===== config.mk =====
export PLATFORM = sky130hd
export DESIGN_NAME = tli_interp
export DESIGN_NICKNAME = d
export VERILOG_FILES = /design/src/rtl/core/tli_pkg.sv /design/src/rtl/core/tli_interp.sv
export SDC_FILE = /design/constraint.sdc
export NUM_CORES = 2
export LEC_CHECK = 0
export BUFFER_PORTS_ARGS = -buffer_cell sky130_fd_sc_hd__buf_2
export CORE_ASPECT_RATIO = 1.4
export CORE_MARGIN = 3
export CORE_UTILIZATION = 38
export DETAILED_ROUTE_END_ITERATION = 12
export PLACE_DENSITY = 0.55
export SETUP_SLACK_MARGIN = 0.4
export SLEW_MARGIN = 20
export SYNTH_ARGS = -nofsm -noshare
export SYNTH_HDL_FRONTEND = slang
export SYNTH_SLANG_ARGS = --single-unit
export TNS_END_PERCENT = 1

===== constraint.sdc =====
create_clock -name clk -period 11.6 [get_ports clk]
set_input_delay 1.74 -clock clk [delete_from_list [all_inputs] [get_ports clk]]
set_output_delay 1.74 -clock clk [all_outputs]
set_load 0.02 [all_outputs]

===== src/rtl/core/tli_pkg.sv =====
`timescale 1ns / 1ps
// ----------------------------------------------------------------------------
// Table linear interpolator package
// Shared widths, defaults and result region codes.
// ----------------------------------------------------------------------------
package tli_pkg;

  localparam int DEFAULT_TABLE_DEPTH = 256;
  localparam int DATA_W              = 32;
  localparam int COUNT_W             = 9;
  localparam int INDEX_W             = 8;
  localparam int REGION_W            = 2;

  typedef logic [REGION_W-1:0] region_t;

  localparam region_t REGION_INTERP = 2'd0;
  localparam region_t REGION_BELOW  = 2'd1;
  localparam region_t REGION_ABOVE  = 2'd2;
  localparam region_t REGION_EMPTY  = 2'd3;

endpackage


===== src/rtl/core/tli_interp.sv =====
`timescale 1ns / 1ps
// ----------------------------------------------------------------------------
// Interpolation unit
// Computes fa + trunc((fb - fa) * (w - la) / (lb - la)) with a multiply
// state and a restoring divider that retires one quotient bit per cycle.
// ----------------------------------------------------------------------------
module tli_interp
  import tli_pkg::*;
(
  input  logic                     clk,
  input  logic                     rst,
  input  logic                     start,
  input  logic signed [DATA_W-1:0] fa,
  input  logic signed [DATA_W-1:0] fb,
  input  logic        [DATA_W-1:0] la,
  input  logic        [DATA_W-1:0] lb,
  input  logic        [DATA_W-1:0] w,
  output logic                     done,
  output logic        [DATA_W-1:0] result
);

  localparam int CNT_W = $clog2(DATA_W);

  localparam logic [1:0] U_IDLE = 2'd0;
  localparam logic [1:0] U_MUL  = 2'd1;
  localparam logic [1:0] U_DIV  = 2'd2;
  localparam logic [1:0] U_FIN  = 2'd3;

  logic [1:0]          state;
  logic [CNT_W-1:0]    cnt;
  logic [DATA_W-1:0]   base;
  logic                neg;
  logic [DATA_W-1:0]   mag;
  logic [DATA_W-1:0]   offs;
  logic [DATA_W-1:0]   den;
  logic [DATA_W-1:0]   rem;
  logic [DATA_W-1:0]   low;

  logic [DATA_W:0]     diff;
  logic [DATA_W:0]     ndiff;
  logic [2*DATA_W-1:0] product;
  logic [DATA_W:0]     shifted;
  logic [DATA_W:0]     trial;
  logic                qbit;

  assign diff    = {fb[DATA_W-1], fb} - {fa[DATA_W-1], fa};
  assign ndiff   = -diff;
  assign product = (2*DATA_W)'(mag) * (2*DATA_W)'(offs);
  assign shifted = {rem, low[DATA_W-1]};
  assign trial   = shifted - {1'b0, den};
  assign qbit    = (shifted >= {1'b0, den});

  always_ff @(posedge clk) begin
    if (rst) begin
      state <= U_IDLE;
      done  <= 1'b0;
    end else begin
      done <= 1'b0;
      case (state)
        U_IDLE: begin
          if (start) begin
            base  <= fa;
            neg   <= diff[DATA_W];
            mag   <= diff[DATA_W] ? ndiff[DATA_W-1:0] : diff[DATA_W-1:0];
            offs  <= w - la;
            den   <= lb - la;
            state <= U_MUL;
          end
        end
        U_MUL: begin
          rem   <= product[2*DATA_W-1:DATA_W];
          low   <= product[DATA_W-1:0];
          cnt   <= '0;
          state <= U_DIV;
        end
        U_DIV: begin
          rem <= qbit ? trial[DATA_W-1:0] : shifted[DATA_W-1:0];
          low <= {low[DATA_W-2:0], qbit};
          cnt <= cnt + 1'b1;
          if (cnt == CNT_W'(DATA_W - 1)) begin
            state <= U_FIN;
          end
        end
        U_FIN: begin
          result <= neg ? (base - low) : (base + low);
          done   <= 1'b1;
          state  <= U_IDLE;
        end
        default: begin
          state <= U_IDLE;
        end
      endcase
    end
  end

endmodule


==> flow_metrics.env <==
export IMPL_synthCells=5478
export IMPL_synth_edf_count=230
export IMPL_layout_drive_gt1_share_pct=6.28
export IMPL_die_x_um=315
export IMPL_critPathRequiredTime_ps=11900
export IMPL_layout_min_cycle_time_ps=9180
export IMPL_fin_ws_ps=2420
export IMPL_worstMarginPinSlew_ps=994
export IMPL_fp_dieH_um=438
export IMPL_synthXorXnorAreaFrac_pct=4.38
export IMPL_synth_fp_nets=6969
export IMPL_cts_tree="done"
export IMPL_die_area_um2=138000
export IMPL_clock_fmax_ghz=0.109
export IMPL_final_hold_violation_count=0
export IMPL_crit_arrival_ps=9480
export IMPL_cts_repair_resized=0
export IMPL_path_buf_inv=5
export IMPL_clk_insertion_delay_late_ps=600
export IMPL_rsz0062_at_grt="false"
export IMPL_drt_wl_total_mm=139
export IMPL_overflow=0
export IMPL_slew_headroom_pct=33.6
export IMPL_synthArstFlopShare_pct=0
export IMPL_yosys_warnings=0
export IMPL_end_kind="register"
export IMPL_dr_pass1_iters=5
export IMPL_setup_worst_path_start="mag[10]"
export IMPL_root_buffer="clkbuf_16"
export IMPL_crit_family="adder cells"
export IMPL_grt_pass1_vias=40883
export IMPL_crit_type="reg -> reg"
export IMPL_synth_top_family_by_area="adder cells"
export IMPL_hold_class="reg -> reg"
export IMPL_avgSynthCellArea_um2=9.24
export IMPL_yosys_area_share_simple_pct=16.8
export IMPL_clkTransAtPathRegs_ps=70
export IMPL_grt_max_degree=82
export IMPL_synth_mux_area_share_pct=0.484
export IMPL_max_cap_viol_count=0
export IMPL_rr_startpoint="mag[10]"
export IMPL_fin_tns_setup_ps=0
export IMPL_mappedNetlistArea_um2=50600
export IMPL_antenna_left=0
export IMPL_hold_buffers=0
export IMPL_setup_viol=0
export IMPL_ys_ff_latch=233
export IMPL_grt_pass1_wl_mm=226
export IMPL_fin_nets=7017
export IMPL_slew_violations=0
export IMPL_numCtsBuffers=26
export IMPL_vias=37476
export IMPL_io_pins=196
export IMPL_layout_common_cells="inv_1, fa_1, and2_1"
export IMPL_regArea_um2=6970
export IMPL_synth_compound_area_share_pct=9.15
export IMPL_drc=0
export IMPL_clock_path_buffers=3
export IMPL_gp_congestion=0.899
export IMPL_nFillCells=13287
export IMPL_cts_sinks=233
export IMPL_htree_levels=1
export IMPL_crit_top_cell="fa_1"
export IMPL_drtIter0Drc=1870
export IMPL_worstHoldStart="cnt[0]"
export IMPL_multi_input_area_um2=39000
export IMPL_final_common_cell="inv_1"
export IMPL_core_um2=132000
export IMPL_start_kind="register"
export IMPL_path_max_fanout=16
export IMPL_hpwlAfterDp_mm=114
export IMPL_fin_crit_sh_pct=79.2
export IMPL_syn_to_final_growth_pct=7.18
export IMPL_post_cts_repair_setup_buffers=0
export IMPL_worst_path_max_delay_cell="edfxtp_1"
export IMPL_antenna_found_initial=3
export IMPL_critical_path_max_stage_delay_ps=640
export IMPL_ys_seq_area_share_pct=13.8
export IMPL_status="finished clean"
export IMPL_rows=157
export IMPL_io_buffers=195
export IMPL_track_usage_pct=20.6
export IMPL_synthAdderAreaFrac_pct=46.2
export IMPL_start_util_pct=38.5
export IMPL_wl_per_cell_um=19.0
export IMPL_synthFlopType="edfxtp_1"
export IMPL_fin_skew_ps=40.0
export IMPL_place_ws_ps=2330
export IMPL_via_per_inst=5.14
export IMPL_ys_types=84
[routing by layer]
metal / up-vias / track usage, % / part of all wire (%)
li1: 17275 / - / -
met1: 19236 / 27.3 / 44
met3: 167 / 1.45 / 3.7
met5: - / 0 / 0.0094
met2: 796 / 36.7 / 51
met4: 2 / 4.55 / 2.1
[path summary, 6_finish.rpt]
path	cells past startpoint	end	slack, ps
max	25	rem[29]	2420
min	1	cnt[0]	600
max reg2reg	25	rem[29]	2420
min reg2reg	1	cnt[0]	600
[final cells by class]
class                      instances  area share [%]
timing repair buffer             273            2.93
sequential                       233            12.8
antenna                            2         0.00922
inverter                         999            6.91
tap                             1749            4.03
multi-input combinational       3993            71.9
clock buffer                      31            1.23
clock inverter                    14           0.187
[Yosys cell counts (all sizes together), types with 30 or more instances]
cell type	instances	area (µm²)
inv	999	3750
and3	30	188
nand2b	33	206
xnor2	178	1560
nor3	40	205
a21o	107	803
clkbuf	248	931
and2	612	3830
ha	427	5340
nand2	591	2220
nand3	61	305
nor2	167	629
fa	901	18000
xor2	75	657
a21oi	209	1050
edfxtp	230	6910
nor2b	35	219
o21ai	158	791
o21a	43	330
[stage by stage]
stage               hold WS, ps  utilization [%]  instances  cell area [µm²]
floorplan                   493                -       5478            50600
global placement            573             40.6       7245            53500
detailed placement          592             40.6       7245            53500
CTS                         602             41.2       7290            54200
global route                626             41.2       7292            54300
finish                      595             41.2       7294            54300
[sequential cells by signal (all words and copies together) (netlist names), 2 cells and up]
register  flops
base         32
cnt           5
den          32
low          32
mag          32
offs         32
rem          32
result       32
state         2
[cell families (layout without fill, tap and decap cells)]
group,after synthesis,after routing
buffers and inverters,1252,1317
AND/OR/NAND/NOR,1663,1663
XOR/XNOR,253,253
other,0,2
AO/OA/AOI/OAI,725,725
adder cells (fa/ha/maj),1328,1328
flip-flops,233,233
multiplexers,24,24
[worst reg2reg max path: stages (launching register included)]
cell	delay (ps)
edfxtp_1	640
buf_4	320
and2_1	200
fa_1	540
inv_1	60
fa_1	530
inv_1	50
fa_1	510
inv_1	60
fa_1	570
inv_1	60
fa_1	500
fa_1	430
fa_1	580
fa_1	460
ha_1	420
and4_1	260
nand3_1	100
or3_1	360
a31oi_1	520
o31ai_1	280
o21ai_0	440
a21boi_0	300
o41ai_1	460
xnor2_1	160
mux2i_1	80
Power is left out: the tool's default activity adds up to more than one toggle a clock period on the data nets, which glitch-free logic cannot reach.
